**config.mk**
```make
export PLATFORM = sky130hd
export DESIGN_NAME = priority_queue_scan_remove
export DESIGN_NICKNAME = d
export VERILOG_FILES = /design/src/rtl/pqsr_pkg.sv /design/src/rtl/pqsr_ctrl.sv /design/src/rtl/pqsr_dp.sv /design/src/rtl/priority_queue_scan_remove.sv
export SDC_FILE = /design/constraint.sdc
export NUM_CORES = 1
export LEC_CHECK = 0
export ABC_AREA = 1
export BUFFER_PORTS_ARGS = -buffer_cell sky130_fd_sc_hd__buf_2
export CAP_MARGIN = 20
export CORE_MARGIN = 2
export CORE_UTILIZATION = 40
export DETAILED_ROUTE_END_ITERATION = 16
export GPL_TIMING_DRIVEN = 1
export PLACE_DENSITY = 0.85
export SLEW_MARGIN = 10
export SYNTH_ARGS = -nofsm -noshare
export SYNTH_HDL_FRONTEND = slang
export SYNTH_SLANG_ARGS = --single-unit
export TNS_END_PERCENT = 20
```
**constraint.sdc**
```tcl
create_clock -name clk_i -period 3.3 [get_ports clk_i]
set_clock_uncertainty 0.15 [all_clocks]
set_input_delay 0.165 -clock clk_i [delete_from_list [all_inputs] [get_ports clk_i]]
set_output_delay 0.165 -clock clk_i [all_outputs]
set_load 0.05 [all_outputs]
```
**src/rtl/pqsr_pkg.sv**
```systemverilog
`timescale 1ns / 1ps
`default_nettype none
// ----------------------------------------------------------------------------
// Priority queue package
// Sizes, codes, controller types and the compare node of the search tree.
// ----------------------------------------------------------------------------
package pqsr_pkg;

  localparam int DEPTH    = 16;
  localparam int IDX_W    = $clog2(DEPTH);
  localparam int CNT_W    = $clog2(DEPTH + 1);
  localparam int TREE_N   = 2 ** IDX_W;
  localparam int PRIO_W   = 16;
  localparam int DATA_W   = 32;
  localparam int FILL_W   = 5;
  localparam int STATUS_W = 2;

  typedef enum logic [STATUS_W-1:0] {
    STATUS_OK    = 2'd0,
    STATUS_FULL  = 2'd1,
    STATUS_EMPTY = 2'd2
  } pqsr_status_e;

  typedef enum logic {
    KIND_ENQ = 1'b0,
    KIND_DEQ = 1'b1
  } pqsr_kind_e;

  typedef enum logic {
    ST_IDLE,
    ST_EXEC
  } pqsr_state_e;

  typedef struct packed {
    logic capture;
    logic execute;
  } pqsr_cmd_t;

  typedef struct packed {
    logic                     valid;
    logic signed [PRIO_W-1:0] prio;
    logic signed [DATA_W-1:0] data;
    logic [IDX_W-1:0]         idx;
  } pqsr_node_t;

  // The left node holds the older entries, so it wins a tie.
  function automatic pqsr_node_t pqsr_pick(pqsr_node_t left, pqsr_node_t right);
    pqsr_node_t res;
    if (right.valid && (!left.valid || (right.prio > left.prio))) begin
      res = right;
    end else begin
      res = left;
    end
    return res;
  endfunction

endpackage
`default_nettype wire

```
**src/rtl/pqsr_ctrl.sv**
```systemverilog
`timescale 1ns / 1ps
`default_nettype none
// ----------------------------------------------------------------------------
// Priority queue controller
// Takes a command beat while idle and runs its execute cycle.
// ----------------------------------------------------------------------------
module pqsr_ctrl
  import pqsr_pkg::*;
(
  input  logic      clk_i,
  input  logic      rst_ni,
  input  logic      start_i,
  output logic      busy_o,
  output pqsr_cmd_t cmd_o
);

  pqsr_state_e state_q, state_d;

  always_ff @(posedge clk_i or negedge rst_ni) begin
    if (!rst_ni) begin
      state_q <= ST_IDLE;
    end else begin
      state_q <= state_d;
    end
  end

  always_comb begin
    state_d       = state_q;
    cmd_o.capture = 1'b0;
    cmd_o.execute = 1'b0;
    busy_o        = 1'b0;
    unique case (state_q)
      ST_IDLE: begin
        if (start_i) begin
          cmd_o.capture = 1'b1;
          state_d       = ST_EXEC;
        end
      end
      ST_EXEC: begin
        busy_o        = 1'b1;
        cmd_o.execute = 1'b1;
        state_d       = ST_IDLE;
      end
      default: begin
        state_d = ST_IDLE;
      end
    endcase
  end

endmodule
`default_nettype wire

```
**src/rtl/pqsr_dp.sv**
```systemverilog
`timescale 1ns / 1ps
`default_nettype none
// ----------------------------------------------------------------------------
// Priority queue datapath
// Entry cells in arrival order, a compare tree for the best entry and the
// result registers.
// ----------------------------------------------------------------------------
module pqsr_dp
  import pqsr_pkg::*;
(
  input  logic                     clk_i,
  input  logic                     rst_ni,
  input  pqsr_cmd_t                cmd_i,
  input  logic                     kind_i,
  input  logic signed [PRIO_W-1:0] new_priority_i,
  input  logic signed [DATA_W-1:0] new_data_i,
  output logic                     done_o,
  output logic [STATUS_W-1:0]      status_o,
  output logic signed [PRIO_W-1:0] out_priority_o,
  output logic signed [DATA_W-1:0] out_data_o,
  output logic [FILL_W-1:0]        fill_level_o
);

  logic signed [PRIO_W-1:0] prio_q [DEPTH];
  logic signed [DATA_W-1:0] data_q [DEPTH];
  logic [CNT_W-1:0]         cnt_q;

  pqsr_kind_e               kind_q;
  logic signed [PRIO_W-1:0] new_prio_q;
  logic signed [DATA_W-1:0] new_data_q;
  pqsr_node_t               win_q;

  logic                     done_q;
  pqsr_status_e             status_q;
  logic signed [PRIO_W-1:0] res_prio_q;
  logic signed [DATA_W-1:0] res_data_q;
  logic [CNT_W-1:0]         res_cnt_q;

  pqsr_node_t               leaf [TREE_N];
  pqsr_node_t               node [1:2*TREE_N-1];
  logic                     is_full;
  logic                     is_empty;
  logic                     do_enq;
  logic                     do_deq;
  logic [CNT_W+FILL_W-1:0]  fill_ext;

  for (genvar g = 0; g < TREE_N; g++) begin : g_leaf
    if (g < DEPTH) begin : g_cell
      assign leaf[g].valid = (CNT_W'(g) < cnt_q);
      assign leaf[g].prio  = prio_q[g];
      assign leaf[g].data  = data_q[g];
      assign leaf[g].idx   = IDX_W'(g);
    end else begin : g_pad
      assign leaf[g] = '0;
    end
  end

  always_comb begin
    for (int k = 0; k < TREE_N; k++) begin
      node[(IDX_W+1)'(TREE_N + k)] = leaf[IDX_W'(k)];
    end
    for (int k = TREE_N - 1; k >= 1; k--) begin
      node[(IDX_W+1)'(k)] = pqsr_pick(node[(IDX_W+1)'(2*k)], node[(IDX_W+1)'(2*k+1)]);
    end
  end

  assign is_full  = (cnt_q == CNT_W'(DEPTH));
  assign is_empty = (cnt_q == '0);
  assign do_enq   = cmd_i.execute && (kind_q == KIND_ENQ) && !is_full;
  assign do_deq   = cmd_i.execute && (kind_q == KIND_DEQ) && !is_empty;

  always_ff @(posedge clk_i) begin
    if (cmd_i.capture) begin
      kind_q     <= pqsr_kind_e'(kind_i);
      new_prio_q <= new_priority_i;
      new_data_q <= new_data_i;
      win_q      <= node[1];
    end
  end

  always_ff @(posedge clk_i) begin
    for (int i = 0; i < DEPTH; i++) begin
      if (do_enq && (CNT_W'(i) == cnt_q)) begin
        prio_q[IDX_W'(i)] <= new_prio_q;
        data_q[IDX_W'(i)] <= new_data_q;
      end else if (do_deq && (i < DEPTH - 1) && (IDX_W'(i) >= win_q.idx)) begin
        prio_q[IDX_W'(i)] <= prio_q[IDX_W'(i + 1)];
        data_q[IDX_W'(i)] <= data_q[IDX_W'(i + 1)];
      end
    end
  end

  always_ff @(posedge clk_i or negedge rst_ni) begin
    if (!rst_ni) begin
      cnt_q  <= '0;
      done_q <= 1'b0;
    end else begin
      done_q <= cmd_i.execute;
      if (do_enq) begin
        cnt_q <= cnt_q + CNT_W'(1);
      end else if (do_deq) begin
        cnt_q <= cnt_q - CNT_W'(1);
      end
    end
  end

  always_ff @(posedge clk_i) begin
    if (cmd_i.execute) begin
      res_prio_q <= '0;
      res_data_q <= '0;
      if (kind_q == KIND_ENQ) begin
        if (is_full) begin
          status_q  <= STATUS_FULL;
          res_cnt_q <= cnt_q;
        end else begin
          status_q  <= STATUS_OK;
          res_cnt_q <= cnt_q + CNT_W'(1);
        end
      end else if (is_empty) begin
        status_q  <= STATUS_EMPTY;
        res_cnt_q <= '0;
      end else begin
        status_q   <= STATUS_OK;
        res_prio_q <= win_q.prio;
        res_data_q <= win_q.data;
        res_cnt_q  <= cnt_q - CNT_W'(1);
      end
    end
  end

  assign fill_ext       = {{FILL_W{1'b0}}, res_cnt_q};
  assign done_o         = done_q;
  assign status_o       = status_q;
  assign out_priority_o = res_prio_q;
  assign out_data_o     = res_data_q;
  assign fill_level_o   = fill_ext[FILL_W-1:0];

endmodule
`default_nettype wire

```
**src/rtl/priority_queue_scan_remove.sv**
```systemverilog
`timescale 1ns / 1ps
`default_nettype none
// ----------------------------------------------------------------------------
// Bounded priority queue
// Enqueue appends at the young end; dequeue removes the highest priority,
// the oldest entry winning a tie, and the rest keep their arrival order.
// ----------------------------------------------------------------------------
// A command beat is taken on a rising edge with start high and busy low:
// kind_i selects enqueue or dequeue, and new_priority_i and new_data_i carry
// the entry to enqueue. The command is executed in the following cycle,
// during which busy is high.
// Each command gives one result beat, shown for exactly one cycle with
// done_o high; done_o is registered from the execute strobe. A new command
// can be given in the same cycle as that result.
// The best entry is found by a compare tree over all cells during the
// command cycle; the removal shifts the younger cells down by one in the
// execute cycle.
// The receiver cannot stall: a result beat must be taken when shown.
// Reset empties the queue and clears the controller; the cells are not
// cleared, as cells at or above the fill count are never selected.
// ----------------------------------------------------------------------------
module priority_queue_scan_remove
  import pqsr_pkg::*;
(
  input  logic                     clk_i,
  input  logic                     rst_ni,
  input  logic                     start,
  output logic                     busy,
  input  logic                     kind_i,
  input  logic signed [PRIO_W-1:0] new_priority_i,
  input  logic signed [DATA_W-1:0] new_data_i,
  output logic                     done_o,
  output logic [STATUS_W-1:0]      status_o,
  output logic signed [PRIO_W-1:0] out_priority_o,
  output logic signed [DATA_W-1:0] out_data_o,
  output logic [FILL_W-1:0]        fill_level_o
);

  pqsr_cmd_t cmd;

  pqsr_ctrl u_ctrl (
    .clk_i   (clk_i),
    .rst_ni  (rst_ni),
    .start_i (start),
    .busy_o  (busy),
    .cmd_o   (cmd)
  );

  pqsr_dp u_dp (
    .clk_i          (clk_i),
    .rst_ni         (rst_ni),
    .cmd_i          (cmd),
    .kind_i         (kind_i),
    .new_priority_i (new_priority_i),
    .new_data_i     (new_data_i),
    .done_o         (done_o),
    .status_o       (status_o),
    .out_priority_o (out_priority_o),
    .out_data_o     (out_data_o),
    .fill_level_o   (fill_level_o)
  );

endmodule
`default_nettype wire

```
==> flow_summary.json, run 1 <==
{
  "status": "finished, final reports clean",
  "ys_ff_latch": 15,
  "vias": 762,
  "antenna_found_initial": 0,
  "yosys_warnings": 0,
  "cts.sinks": 15,
  "final-max-slew-violation-count": 0,
  "initial_core_util_pct": 40.92,
  "rrSetupSlack_ns": 1.45,
  "cts_tree": "built",
  "worstSetupEndpointType": "register",
  "grt_pass1_vias": 593,
  "reg2reg_from": "u_dp.cnt_q[0]",
  "rsz0062_at_grt": "no",
  "dp.final_hpwl_um": 1309,
  "netlist_area_um2": 1219,
  "regToRegEndpoint": "u_dp.fill_level_o[1]",
  "fmax_mhz": 540.2,
  "netlist_top_cells_area": "buf_4, edfxtp_1, dfrtp_1, nand2_1, nand3_1",
  "drt-wirelength-per-cell_um": 8.319,
  "period_share_pct": 56.10,
  "cpPeakStageDelay_ns": 0.49,
  "yosysSeqAreaShare_pct": 34.09,
  "max-vdd-ir-drop_mv": 0.2344,
  "dieArea_um2": 3504,
  "crit_buf_inv": 2,
  "rows": 20,
  "clkLatencyLatePin_ns": 0.29,
  "vias_per_cell": 3.990,
  "core_area_um2": 2978,
  "yosysTopAreaCellShare_pct": 29.57,
  "ys.flop_type": "edfxtp_1",
  "synth_cell_types": 25,
  "reg2regPathDepth": 7,
  "ios": 109,
  "avgSynthCellArea_um2": 8.582,
  "start_kind": "register",
  "drc": 0,
  "power_density_nw_per_um2": 822.9,
  "drive_gt1_share_pct": 15.82,
  "setup_violations": 0,
  "yosysTopAreaCell": "buf_4",
  "drt-pass1-iter-count": 4,
  "htree_levels": 1,
  "area_growth_pct": -4.312,
  "finalHoldWorstSlack_ns": 0.07863,
  "p_leak_nw": 0.6358,
  "synth_most_common_cell": "buf_4",
  "cts_buffer_depth": 2,
  "die_w_um": 59.20,
  "grt_max_degree": 13,
  "cts_buffers": 3,
  "syn_inst": 142,
  "hold_viol": 0,
  "critical-path-slowest-cell": "dfrtp_1",
  "synth_top_cells_by_count": "buf_4, nand2_1, inv_1",
  "hold_path_class": "in2async",
  "grt_pass1_wl_um": 2566,
  "gp_congestion": 0.8504,
  "synthArstFlopShare_pct": 46.67,
  "crit_arrival_ns": 1.74,
  "portBuffers": 12,
  "fill_cells": 292,
  "root_buffer": "clkbuf_4",
  "finalSetupTns_ns": 0,
  "fin_nets": 213,
  "maxCapViolCount": 0,
  "grtUsageTotal_pct": 9.841,
  "cp.required_ns": 3.19,
  "drtIter0Drc": 3,
  "crit_family": "flip-flops",
  "synth_edf_count": 8,
  "worst-setup-path-type": "reg2reg",
  "fin_crit_ns": 1.851,
  "wirelength_um": 1589,
  "cp_cell_sequence": "inv_1 -> ha_1 -> nand3_1 -> nand2_1 -> inv_1 -> nand2_1 -> o211ai_1",
  "overflow": 0,
  "crit_path_max_fanout": 6,
  "post_cts_buffers": 0,
  "clk_pin_slew_ns": 0.08,
  "die_y_um": 59.20,
  "antenna_cells": 0,
  "ant_nets": 0
}
-- cell usage in the layout (no fill, tap or decap), types with 2 or more instances in the layout --
cell           instances
nand2_4                2
xor2_1                 2
inv_1                 12
buf_2                 12
edfxtp_1               8
nand3_1                9
o21ai_0                2
nand2_1               29
dlygate4sd3_1          3
dfrtp_1                7
conb_1                48
nor2_1                 4
clkbuf_4               3
ha_1                   2
nand4_1                3
nand2_2                2
-- through the flow --
step,cell area (µm²),power (mW),setup slack (ns),std cells,util (%)
6_report,1166,0.9597,1.449,191,39.16
5_1_grt,1166,1.034,1.315,191,39.16
4_1_cts,1166,0.9672,1.440,191,39.16
3_5_place_dp,1110,0.8585,1.442,184,37.27
3_3_place_gp,1110,0.8405,1.481,184,37.27
2_1_floorplan,1395,0.8368,1.622,189,-
-- worst max-delay path by stage --
stage | slack [ns] | cells past startpoint | to | from
3_5_place_dp | 1.44 | 7 | u_dp.fill_level_o[1] | u_dp.cnt_q[0]
3_3_place_gp | 1.48 | 7 | u_dp.fill_level_o[1] | u_dp.cnt_q[0]
4_1_cts | 1.44 | 7 | u_dp.fill_level_o[1] | u_dp.cnt_q[0]
6_report | 1.45 | 7 | u_dp.fill_level_o[1] | u_dp.cnt_q[0]
2_1_floorplan | 1.62 | 7 | u_dp.fill_level_o[1] | u_dp.cnt_q[0]
5_1_grt | 1.31 | 9 | u_dp.cnt_q[4] | u_dp.cnt_q[0]
-- final cells by class --
type / count / area [µm²] / share of cell area [%]
sequential: 15 / 415.4 / 35.62
inverter: 12 / 45.04 / 3.863
multi-input combinational: 112 / 548.0 / 47.00
clock buffer: 4 / 26.28 / 2.253
timing repair buffer: 15 / 90.09 / 7.725
tap: 33 / 41.29 / 3.541
-- repair_timing --
| action | in CTS | in global routing |
|---|---|---|
| hold endpoints to repair | 9 | 0 |
| resized for setup | 0 | 0 |
| hold buffers | 3 | 0 |
-- report_power, final --
| part | internal [mW] | switching [mW] |
|---|---|---|
| clock | 0.0471 | 0.0571 |
| combinational | 0.139 | 0.381 |
| sequential | 0.261 | 0.0746 |
-- kinds of logic after synthesis --
family          after synthesis  share of synthesized area, %
simple gates                 53                         21.97
fa+ha+maj                     2                         2.053
flops                        15                         34.09
compound gates                5                         2.670
xor+xnor                      4                         3.492
other cells                   1                        0.3077
buf+inv                      62                         35.42
-- worst register-to-register path, cell delays in order (launching register included) --
cell and delay, ns:
dfrtp_1 0.49, inv_1 0.14, ha_1 0.29, nand3_1 0.22
nand2_1 0.13, inv_1 0.06, nand2_1 0.05, o211ai_1 0.07
-- per-layer routing --
metal / up-vias / part of all wire, % / GRT usage, %
met1: 331 / 37 / 10.97
met3: 3 / 10 / 1.965
li1: 385 / - / -
met4: 0 / 2.0 / 4.870
met5: - / 0 / 0
met2: 43 / 50 / 17.58
-- registers in the layout, summed over array words and instances, names as in the netlist --
name	count
u_dp.cnt_q	5
u_dp.fill_level_o	5
u_dp.status_o	2
u_ctrl.state_q	1
u_dp.done_o	1
u_dp.kind_q	1
Power figures use the tool's default switching activity.
==> run 2: changes to the inputs <==
- CORE_UTILIZATION: 40 -> 38
- PLACE_DENSITY: 0.85 -> 0.81
- clock period: 3.3 -> 1.76 ns (I/O delays scaled with it)
==> run 2 against run 1 <==
Clock power is 70% higher; first-iteration DRC count increased to 7.3 times the previous value; critical path type unchanged; critical endpoint is now u_dp.fill_level_o[0]; wire length shrank 0.19%.
==> flow_summary.json, run 2 (same netlist as run 1, synthesis figures left out) <==
{
  "status": "finished, final reports clean",
  "overflow": 0,
  "crit_arrival_ns": 1.49,
  "cpPeakStageDelay_ns": 0.38,
  "drt-wirelength-per-cell_um": 7.662,
  "antenna_cells": 0,
  "drc": 0,
  "maxCapViolCount": 0,
  "crit_path_max_fanout": 4,
  "cp_cell_sequence": "inv_1 -> ha_2 -> nand3_4 -> nor2_2 -> xor2_1 -> nor2_1",
  "dp.final_hpwl_um": 1335,
  "worst-setup-path-type": "reg2reg",
  "gp_congestion": 0.8491,
  "clk_pin_slew_ns": 0.07,
  "drt-pass1-iter-count": 4,
  "ant_nets": 0,
  "hold_viol": 0,
  "power_mw": 1.866,
  "die_w_um": 60.63,
  "hold_path_class": "in2async",
  "fin_nets": 218,
  "setup_slack_ns": 0.1499,
  "core_area_um2": 3053,
  "die_y_um": 60.63,
  "dieArea_um2": 3676,
  "setup_violations": 0,
  "drtIter0Drc": 22,
  "portBuffers": 12,
  "post-route-util_pct": 40.29,
  "p_leak_nw": 0.6614,
  "fmax_mhz": 621.1,
  "cts_buffers": 3,
  "wirelength_um": 1586,
  "crit_buf_inv": 1,
  "placedInstanceArea_um2": 1161,
  "critical-path-slowest-cell": "dfrtp_1",
  "power_density_nw_per_um2": 1517,
  "grt_pass1_wl_um": 2504,
  "finalSetupTns_ns": 0,
  "layout_common_cells": "conb_1, nand2_1, inv_1, buf_2",
  "initial_core_util_pct": 39.92,
  "period_share_pct": 91.48,
  "root_buffer": "clkbuf_4",
  "area_growth_pct": 0.9240,
  "reg2reg_from": "u_dp.cnt_q[1]",
  "antenna_found_initial": 0,
  "clkLatencyLatePin_ns": 0.27,
  "drive_gt1_share_pct": 19.63,
  "worstSetupEndpointType": "register",
  "vias": 785,
  "stdcell_area_um2": 1230,
  "start_kind": "register",
  "cts_tree": "built",
  "rsz0062_at_grt": "no",
  "cts.sinks": 15,
  "ios": 109,
  "final-max-slew-violation-count": 0,
  "grt_pass1_vias": 615,
  "max-vdd-ir-drop_mv": 0.4778,
  "cp.required_ns": 1.64,
  "vias_per_cell": 3.792,
  "crit_family": "flip-flops",
  "htree_levels": 1,
  "cts_buffer_depth": 2,
  "dp_slack_ns": 0.04943,
  "grtUsageTotal_pct": 9.316,
  "rows": 20,
  "layout_commonest_cell": "conb_1",
  "crit_start": "u_dp.cnt_q[1]",
  "grt_max_degree": 12,
  "fin_crit_ns": 1.610
}
-- run 2: cell count changes in the layout (fill, tap and decap cells not counted) --
cell / change
buf_4: +5
nand3_1: -1
nand2_4: +1
nand3_2: +1
nand2_2: -1
ha_1: -1
ha_2: +1
-- run 2: final cells by class --
class	count	area, µm²
Clock buffer	4	26.28
Multi-Input combinational cell	112	560.5
Fill cell	312	1823
Timing Repair Buffer	20	127.6
Inverter	12	45.04
Tap cell	44	55.05
Sequential cell	15	415.4
-- run 2: layer usage --
| metal | global-route usage (%) | share of wire, % | vias up | wire length (µm) |
|---|---|---|---|---|
| met5 | 0 | 0 | - | 0 |
| met4 | 3.106 | 0.63 | 0 | 10 |
| li1 | - | - | 393 | - |
| met2 | 15.98 | 51 | 47 | 808 |
| met1 | 9.827 | 37 | 343 | 579 |
| met3 | 4.904 | 12 | 2 | 188 |
-- run 2: final timing paths --
| kind | end | slack, ns | cells after the start |
|---|---|---|---|
| max in group asynchronous | u_dp.cnt_q[4] | 1.30 | 2 |
| hold / removal | u_dp.cnt_q[0] | 0.02 | 2 |
| setup / recovery | u_dp.fill_level_o[0] | 0.15 | 6 |
| hold reg to reg | u_dp.done_o | 0.31 | 0 |
| setup reg to reg | u_dp.fill_level_o[0] | 0.15 | 6 |
| min in group clk_i | u_dp.done_o | 0.31 | 0 |
-- run 2: where the power goes --
group / switching, mW / internal, mW / total, mW
Clock: 0.0889 / 0.0878 / 0.177
Sequential: 0.0603 / 0.492 / 0.552
Combinational: 0.811 / 0.326 / 1.14
-- run 2: repair_timing --
item                                    4_1_cts  5_1_grt
gates resized for setup                       0        3
hold endpoints to repair                      9        0
setup buffers                                 0        0
hold buffers                                  3        0
endpoints found under the setup margin        0        6
-- run 2: metrics by stage --
step	hold WS, ns	instances
2_1_floorplan	-0.3576	189
3_3_place_gp	-0.2283	200
3_5_place_dp	-0.2287	200
4_1_cts	0.01758	207
5_1_grt	0.03038	207
6_report	0.01753	207
